[config.mk]
export PLATFORM = sky130hd
export DESIGN_NAME = multi_led_blink_burst_timer
export DESIGN_NICKNAME = d
export VERILOG_FILES = /design/src/mlbt_pkg.sv /design/src/multi_led_blink_burst_timer.sv
export SDC_FILE = /design/constraint.sdc
export NUM_CORES = 2
export LEC_CHECK = 0
export BUFFER_PORTS_ARGS = -buffer_cell sky130_fd_sc_hd__buf_2
export CORE_ASPECT_RATIO = 2
export CORE_MARGIN = 1
export CORE_UTILIZATION = 28
export DETAILED_ROUTE_END_ITERATION = 8
export GPL_TIMING_DRIVEN = 0
export PLACE_DENSITY = 0.52
export SYNTH_ARGS = -nofsm -noshare
export SYNTH_HDL_FRONTEND = slang
export SYNTH_SLANG_ARGS = --single-unit
export TNS_END_PERCENT = 50
[constraint.sdc]
create_clock -name clk -period 12.8 [get_ports clk]
set_input_delay 0.64 -clock clk [delete_from_list [all_inputs] [get_ports clk]]
set_output_delay 0.64 -clock clk [all_outputs]
set_load 0.02 [all_outputs]
[src/mlbt_pkg.sv]
package mlbt_pkg;

	// Channel count of the bank (1 to 32); led_index reaches channels 0 to 7.
	localparam int unsigned NUM_CHANNELS = 8;

	localparam int unsigned OPCODE_W = 3;
	localparam int unsigned INDEX_W  = 3;
	localparam int unsigned AMOUNT_W = 16;
	localparam int unsigned LEVELS_W = 8;

	// Channels that show up in led_levels.
	localparam int unsigned LEVELS_NUM = (NUM_CHANNELS < LEVELS_W) ? NUM_CHANNELS : LEVELS_W;

	localparam int unsigned IN_TDATA_W  = 24;
	localparam int unsigned OUT_TDATA_W = 16;

	localparam logic [OPCODE_W-1:0] OP_TICK   = 3'd0;
	localparam logic [OPCODE_W-1:0] OP_SET    = 3'd1;
	localparam logic [OPCODE_W-1:0] OP_TOGGLE = 3'd2;
	localparam logic [OPCODE_W-1:0] OP_BLINK  = 3'd3;
	localparam logic [OPCODE_W-1:0] OP_BURST  = 3'd4;

	typedef logic [AMOUNT_W-1:0] ms_t;

endpackage

[src/multi_led_blink_burst_timer.sv]
// Bank of LED channel timers. Each input item is a tick (elapsed ms in amount)
// or a command addressed by led_index: set level, toggle, start blink with a
// period, start burst for a duration. Every item yields one result item with
// the levels of all channels after the item took effect, plus a flag that
// marks a command naming a channel beyond the bank. The channel state is
// updated at the edge that accepts an item and the result is held in a
// single output register, so with the result side ready one item is taken
// per clock. The input side stalls only while that output register is full
// and not being drained. All channels advance in parallel on a tick, each
// with its own pair of 16-bit subtract/compare paths; a blink reload that would
// go below zero clamps to zero. After reset all LEDs are off and timing is
// disabled on every channel.
module multi_led_blink_burst_timer (
	input  logic                                clk,
	input  logic                                arst_n,
	input  logic                                s_tvalid,
	output logic                                s_tready,
	// [2:0] opcode, [5:3] led_index, [21:6] amount, [23:22] zero
	input  logic [mlbt_pkg::IN_TDATA_W-1:0]     s_tdata,
	output logic                                m_tvalid,
	input  logic                                m_tready,
	// [7:0] led_levels, [8] cmd_rejected, [15:9] zero
	output logic [mlbt_pkg::OUT_TDATA_W-1:0]    m_tdata
);

	localparam int unsigned N = mlbt_pkg::NUM_CHANNELS;

	// input field unpacking
	logic [mlbt_pkg::OPCODE_W-1:0] opcode;
	logic [mlbt_pkg::INDEX_W-1:0]  led_index;
	mlbt_pkg::ms_t                 amount;

	assign opcode    = s_tdata[2:0];
	assign led_index = s_tdata[5:3];
	assign amount    = s_tdata[21:6];

	// per-channel state
	mlbt_pkg::ms_t period_q [N];
	mlbt_pkg::ms_t rem_q    [N];
	logic          blink_q  [N];
	logic          level_q  [N];

	mlbt_pkg::ms_t period_n [N];
	mlbt_pkg::ms_t rem_n    [N];
	logic          blink_n  [N];
	logic          level_n  [N];

	logic accept;
	logic is_cmd;
	logic bad_index;
	logic rejected;
	logic do_tick;

	// output register
	logic                      out_vld_q;
	logic [mlbt_pkg::LEVELS_W-1:0] out_levels_q;
	logic                      out_rej_q;
	logic [mlbt_pkg::LEVELS_W-1:0] levels_n;

	assign s_tready = !out_vld_q || m_tready;
	assign accept   = s_tvalid && s_tready;

	assign is_cmd    = (opcode == mlbt_pkg::OP_SET) || (opcode == mlbt_pkg::OP_TOGGLE) ||
	                   (opcode == mlbt_pkg::OP_BLINK) || (opcode == mlbt_pkg::OP_BURST);
	assign bad_index = (32'(led_index) >= N);
	assign rejected  = is_cmd && bad_index;
	assign do_tick   = (opcode == mlbt_pkg::OP_TICK) && (amount != '0);

	// Next state of every channel. Ticks touch all timed channels; commands only
	// the addressed one.
	always_comb begin
		mlbt_pkg::ms_t over;
		mlbt_pkg::ms_t reload;
		for (int i = 0; i < N; i++) begin
			period_n[i] = period_q[i];
			rem_n[i]    = rem_q[i];
			blink_n[i]  = blink_q[i];
			level_n[i]  = level_q[i];
			over        = amount - rem_q[i];
			reload      = (period_q[i] > over) ? (period_q[i] - over) : '0;
			if (do_tick && (period_q[i] != '0)) begin
				if (blink_q[i]) begin
					if (amount >= rem_q[i]) begin
						level_n[i] = !level_q[i];
						rem_n[i]   = reload;
					end else begin
						rem_n[i] = rem_q[i] - amount;
					end
				end else if (rem_q[i] != '0) begin
					if (amount < rem_q[i]) begin
						rem_n[i] = rem_q[i] - amount;
					end else begin
						rem_n[i]   = '0;
						level_n[i] = 1'b0;
					end
				end
			end else if (is_cmd && !bad_index && (32'(led_index) == i)) begin
				case (opcode)
					mlbt_pkg::OP_SET: begin
						period_n[i] = '0;
						level_n[i]  = (amount != '0);
					end
					mlbt_pkg::OP_TOGGLE: begin
						period_n[i] = '0;
						level_n[i]  = !level_q[i];
					end
					mlbt_pkg::OP_BLINK: begin
						period_n[i] = amount;
						blink_n[i]  = 1'b1;
					end
					mlbt_pkg::OP_BURST: begin
						period_n[i] = amount;
						rem_n[i]    = amount;
						blink_n[i]  = 1'b0;
						level_n[i]  = 1'b1;
					end
					default: begin
					end
				endcase
			end
		end
	end

	always_comb begin
		levels_n = '0;
		for (int i = 0; i < mlbt_pkg::LEVELS_NUM; i++) begin
			levels_n[i] = level_n[i];
		end
	end

	always_ff @(posedge clk or negedge arst_n) begin
		if (!arst_n) begin
			for (int i = 0; i < N; i++) begin
				period_q[i] <= '0;
				rem_q[i]    <= '0;
				blink_q[i]  <= 1'b0;
				level_q[i]  <= 1'b0;
			end
		end else if (accept) begin
			for (int i = 0; i < N; i++) begin
				period_q[i] <= period_n[i];
				rem_q[i]    <= rem_n[i];
				blink_q[i]  <= blink_n[i];
				level_q[i]  <= level_n[i];
			end
		end
	end

	always_ff @(posedge clk or negedge arst_n) begin
		if (!arst_n) begin
			out_vld_q <= 1'b0;
		end else if (accept) begin
			out_vld_q <= 1'b1;
		end else if (m_tready) begin
			out_vld_q <= 1'b0;
		end
	end

	always_ff @(posedge clk) begin
		if (accept) begin
			out_levels_q <= levels_n;
			out_rej_q    <= rejected;
		end
	end

	assign m_tvalid = out_vld_q;
	assign m_tdata  = {7'd0, out_rej_q, out_levels_q};

endmodule

# Yosys cells after proc, flatten, opt, wreduce, memory -nomap -nowiden
# Index checks and enable logic that the tools add are counted.
[word_totals]
in_bits = 28
regBits = 281
latch_bits = 0
mem_bits_rw = 0
elab_cells = 321
romBits = 0
memories = 0
output_inout_bits = 18
[classes]
multipliers = 0
eq_ne = 19
n_addsub = 24
n_mux = 117
div_mod_pow = 0
n_reduce_logical = 95
n_lt_le_gt_ge = 24
bitwise = 8
shift = 0
[ops]
columns = ["cell", "count"]
rows = [
  ["$mux W16", 57],
  ["$sub A16 B16 Y16", 24],
  ["$reduce_bool A16 Y1", 17],
  ["$ge A16 B16 Y1", 8],
  ["$gt A16 B16 Y1", 8],
  ["$lt A16 B16 Y1", 8],
  ["$reduce_and A4 Y1", 24],
  ["$mux W1", 50],
  ["$reduce_bool A2 Y1", 19],
  ["$pmux W16 S2", 1],
  ["$ne A3 B2 Y1 const B", 8],
  ["$pmux W1 S3", 8],
  ["$logic_and A1 B1 Y1", 18],
  ["$eq A3 B3 Y1 const B", 5],
  ["$eq A3 B2 Y1 const B", 4],
  ["$logic_not A1 Y1", 9],
  ["$not A1 Y1", 8],
  ["$eq A3 B1 Y1 const B", 2],
  ["$logic_not A3 Y1", 2],
  ["$logic_or A1 B1 Y1", 4],
  ["$reduce_or A2 Y1", 2],
  ["$pmux W1 S2", 1],
]

# Logic depth before layout (Yosys ltp)
[logic_depth]
word_depth = 7
mapped_depth = 23
ltp_nobuf = 21

# Least setup slack after synthesis
# OpenSTA, ideal clock, no wires.
[synth_path]
kind = "input to register"
start = "input port s_tdata[7] (netlist bit)"
end = "register rem_q[92] (netlist bit)"
required_time_ns = 12.713
stages = 21
arrival_time_ns = 5.024
setup_time_ns = 0.087
n_path_buf = 2
setup_slack_ns = 7.688
path_cell_list = "buf_2 inv_1 ha_1 nor2b_1 o21ai_0 a21boi_0 o21ai_0 a21oi_1 o21ai_0 a211oi_1 a2111oi_0 ha_1 nand3_1 or2_2 or3b_2 a21oi_1 o41a_2 and2_1 buf_2 a31oi_1 a22oi_1"
[synth_via]
elab_chain_len = 6
word_cells_on_any_way = 19
cone_classes = "3 x add/sub; 3 x order compare; 1 x eq/ne; 6 x mux; 6 x reduce/logical"
[synth_lines]
columns = ["element", "line_no", "rtl"]
rows = [
  ["from (decl)", "multi_led_blink_burst_timer.sv:19", "input logic [mlbt_pkg::IN_TDATA_W-1:0] s_tdata,"],
  ["$sub A16 B16 Y16", "multi_led_blink_burst_timer.sv:79", "over = amount - rem_q[i];"],
  ["$sub A16 B16 Y16 / $gt A16 B16 Y1 (equally long branches)", "multi_led_blink_burst_timer.sv:80", "reload = (period_q[i] > over) ? (period_q[i] - over) : '0;"],
  ["$mux W16", "multi_led_blink_burst_timer.sv:80", ""],
  ["$mux W16", "multi_led_blink_burst_timer.sv:83", "if (amount >= rem_q[i]) begin"],
  ["$mux W16", "multi_led_blink_burst_timer.sv:82", "if (blink_q[i]) begin"],
  ["$mux W16", "multi_led_blink_burst_timer.sv:81", "if (do_tick && (period_q[i] != '0)) begin"],
  ["to (signal, indexed assignment)", "multi_led_blink_burst_timer.sv:142", "rem_q[i] <= rem_n[i];"],
  ["to (decl)", "multi_led_blink_burst_timer.sv:39", "mlbt_pkg::ms_t rem_q [N];"],
]
# Parallel ways exist; a longest one is shown, timed or not. The select of a mux whose other input is x is not followed.
# A chain may end at the register's enable or synchronous reset.

# Worst setup path in the final report
[layout_path]
start = "input port s_tdata[9] (netlist bit)"
end = "register rem_q[51] (netlist bit)"
# Same word-level chain as after synthesis.

==> results_dict.tcl <==
set metrics [dict create \
    peakVddDrop_mv 0.120 \
    grt_most_used_layer "met2" \
    buffer_ports.inserted 35 \
    drt_iter0_drc 2728 \
    via_count_of_the_first_global_routing_pass 34400 \
    number_of_enable_type_register_cells_in_the_synthesized_netlist 8 \
    globalRoute.totalOverflow 0 \
    antenna_violations_before_repair 21 \
    avgViaCountPerCell 5.83 \
    power.density_mw_per_mm2 277 \
    vias 34700 \
    grt_first_pass_wirelength_um 233000 \
    number_of_maximum_capacitance_violations 2 \
    violations "capacitance limit, slew limit" \
    tightestPinTransition_ns 1.58 \
    worstReg2RegStart "rem_q[49]" \
    postCtsHoldBufs 1 \
    grt_max_degree 94 \
    clock.fmax_mhz 115 \
    run_status "complete, but fails checks" \
    grt_util_met1 0.257 \
    critPathArrivalTime_ns 9.23 \
    period_needed_ns 8.67 \
    dpl-instance-area_mm2 0.0352 \
    routed_wirelength_um 164000 \
    coreArea_mm2 0.116 \
    final_cell_area_mm2 0.0363 \
    synth_async_sr_flop_share 0.972 \
    setup.worst_path.end "rem_q[51]" \
    io-pin-count 46 \
    rows 177 \
    syn_avg_cell_area_um2 7.66 \
    die_h_um 488 \
    clock_tree_root_buffer_cell "sky130_fd_sc_hd__clkbuf_16" \
    cts_resized 0 \
    clock-skew-final_ns 0.0236 \
    finalMaxSlewViolations 11 \
    drive_gt1_frac 0.0562 \
    post_drt_wl_per_cell_um 27.7 \
    number_of_register_bits_inferred_by_synthesis 281 \
    initial_core_util 0.283 \
    sort_of_element_at_the_end_of_the_critical_path "flop" \
    hpwl_um 124000 \
    layout.filler_cells 12800 \
    crit_type "in -> reg" \
    critPathLaunch "s_tdata[9]" \
    reg2reg_to "rem_q[51]" \
    synth_top_area_cell "sky130_fd_sc_hd__dfrtp_1" \
    path_max_fanout 10 \
    clock_tree.buffer_depth 3 \
    place.gp.congestion 1.02 \
    die-width_um 245 \
    insertion_delay_ns 0.64 \
    worstRegToRegCells 18 \
    dieArea_mm2 0.119 \
    seq_area_frac_synth 0.214 \
    synth_area_leaders "sky130_fd_sc_hd__dfrtp_1 (21%), sky130_fd_sc_hd__ha_1 (14%), sky130_fd_sc_hd__o21ai_0 (6.1%)" \
    finalHoldViolCount 0 \
    power.static_leakage_uw 0.0160 \
    cts_tree "done" \
    post-route-util 0.311 \
    mostFrequentLayoutCells "sky130_fd_sc_hd__nand2_1 (411), sky130_fd_sc_hd__o21ai_0 (401), sky130_fd_sc_hd__ha_1 (376)" \
    critical_path.startpoint_type "input pin" \
    synth_area_mm2 0.0330 \
    rsz0062_at_grt "false" \
    antenna_left 0 \
    rrSetupSlack_ns 6.15 \
    clock_sinks 281 \
    min-delay-path-class "in -> reg" \
    final_total_negative_setup_slack_ns 0 \
    register_area_mm2 0.00707 \
    drtPass1Iterations 6 \
    globalRouteTotalUtil 0.271 \
    met2_usage 0.486 \
    nNetsFinal 4815 \
    h-tree-depth 1 \
    clk_pin_slew_worst_paths_ns 0.08 \
    synth-warning-count 0 \
    post_cts.repair.setup_buffers 0 \
    final_common_cell "sky130_fd_sc_hd__nand2_1" \
    drc 0 \
    grtUsageMet3 0.0395 \
    synth_top_area_share 0.207 \
    critPathRequiredTime_ns 13.37 \
    primary_ff_master_synth "sky130_fd_sc_hd__dfrtp_1" \
    synth.lib_cells_used.distinct 107 \
    slew_headroom -0.0564 \
    multi_input_comb_area_mm2 0.0239 \
    synthCells 4310 \
    num_cts_buffers 29 \
    final.period_utilization 0.677 \
    syn_to_final_growth_pct 9.90 \
    finalSetupViolations 0 \
]
-- power by group --
group	internal, uW	switching, uW	leakage, uW
sequential	1150	356	0.00349
combinational	2840	4710	0.0121
clock	527	453	0.000495
total	4510	5520	0.0160
-- worst max-delay path: stages --
cell and delay, ns:
sky130_fd_sc_hd__buf_2 0.54, sky130_fd_sc_hd__clkbuf_2 0.73, sky130_fd_sc_hd__inv_1 0.87, sky130_fd_sc_hd__ha_1 0.59, sky130_fd_sc_hd__clkbuf_1 0.32, sky130_fd_sc_hd__a21boi_0 0.26, sky130_fd_sc_hd__o21ai_0 0.20, sky130_fd_sc_hd__a2111oi_0 1.03
sky130_fd_sc_hd__o41ai_1 0.32, sky130_fd_sc_hd__xor2_1 0.27, sky130_fd_sc_hd__ha_1 0.42, sky130_fd_sc_hd__nand2_1 0.09, sky130_fd_sc_hd__nor2_1 0.22, sky130_fd_sc_hd__nand2_1 0.11, sky130_fd_sc_hd__o31ai_1 0.33, sky130_fd_sc_hd__nand2_1 0.21
sky130_fd_sc_hd__clkbuf_1 0.32, sky130_fd_sc_hd__a2111oi_0 1.18, sky130_fd_sc_hd__o21ai_0 0.31, sky130_fd_sc_hd__a31oi_1 0.22
-- cell usage after synthesis (94+ instances only) --
cell                       count
sky130_fd_sc_hd__xor2_1       94
sky130_fd_sc_hd__ha_1        376
sky130_fd_sc_hd__dfrtp_1     273
sky130_fd_sc_hd__nor2_1      329
sky130_fd_sc_hd__a31oi_1      96
sky130_fd_sc_hd__a21oi_1     313
sky130_fd_sc_hd__o21ai_0     401
sky130_fd_sc_hd__a21o_1      119
sky130_fd_sc_hd__xnor2_1     162
sky130_fd_sc_hd__nand2_1     411
sky130_fd_sc_hd__nor3_1      116
sky130_fd_sc_hd__inv_1       297
sky130_fd_sc_hd__clkbuf_1    136
-- state kept, by name (all words and copies together) (netlist names) --
signal / count
period_q: 128
out_levels_q: 8
blink_q: 8
level_q: 8
m_tvalid: 1
rem_q: 128
-- per-stage QoR --
stage / total power (uW) / cells / setup WS [ns] / hold WS (ns)
2_1_floorplan: 6760 / 4317 / 7.69 / 0.344
3_3_place_gp: 8810 / 5873 / 3.64 / 0.490
3_5_place_dp: 8840 / 5876 / 3.78 / 0.497
4_1_cts: 9870 / 5930 / 4.40 / 0.223
5_1_grt: 10800 / 5932 / 4.31 / 0.237
6_report: 10000 / 5940 / 4.13 / 0.229
-- layout make-up --
cell class / instances / share of cell area
Multi-Input combinational cell: 3522 / 0.659
Sequential cell: 281 / 0.195
Tap cell: 1521 / 0.0525
Inverter: 297 / 0.0307
Buffer: 217 / 0.0261
Clock buffer: 35 / 0.0217
Timing Repair Buffer: 39 / 0.00766
Clock inverter: 18 / 0.00645
Antenna cell: 10 / 0.000690
-- routing by layer --
metal  vias to the layer above  routed length (um)
met5                         -                  97
met4                        14               19600
met3                       647                9020
met2                      1363               81800
met1                     16800               53800
li1                      15800                   -
-- cell families (layout without fill, tap and decap cells) --
| kind of cell | after synthesis | count (layout) | synth area share |
|---|---|---|---|
| compound gates | 1459 | 1459 | 0.288 |
| simple gates | 1366 | 1366 | 0.200 |
| xor+xnor | 256 | 256 | 0.0679 |
| other cells | 1 | 18 | 0.000114 |
| mux | 33 | 33 | 0.0108 |
| buf+inv | 514 | 606 | 0.0623 |
| fa+ha+maj | 400 | 400 | 0.157 |
| flops | 281 | 281 | 0.214 |
-- worst min-delay path by stage --
stage                   endpoint  slack, ns         start  depth (start not counted)
floorplan             blink_q[0]       0.34        arst_n                          0
global placement    period_q[32]       0.49  period_q[32]                          2
detailed placement  period_q[32]       0.50  period_q[32]                          2
CTS                     m_tvalid       0.22      s_tvalid                          2
global route            m_tvalid       0.24      s_tvalid                          2
finish                  m_tvalid       0.23      s_tvalid                          2
Power figures use the tool's default switching activity.
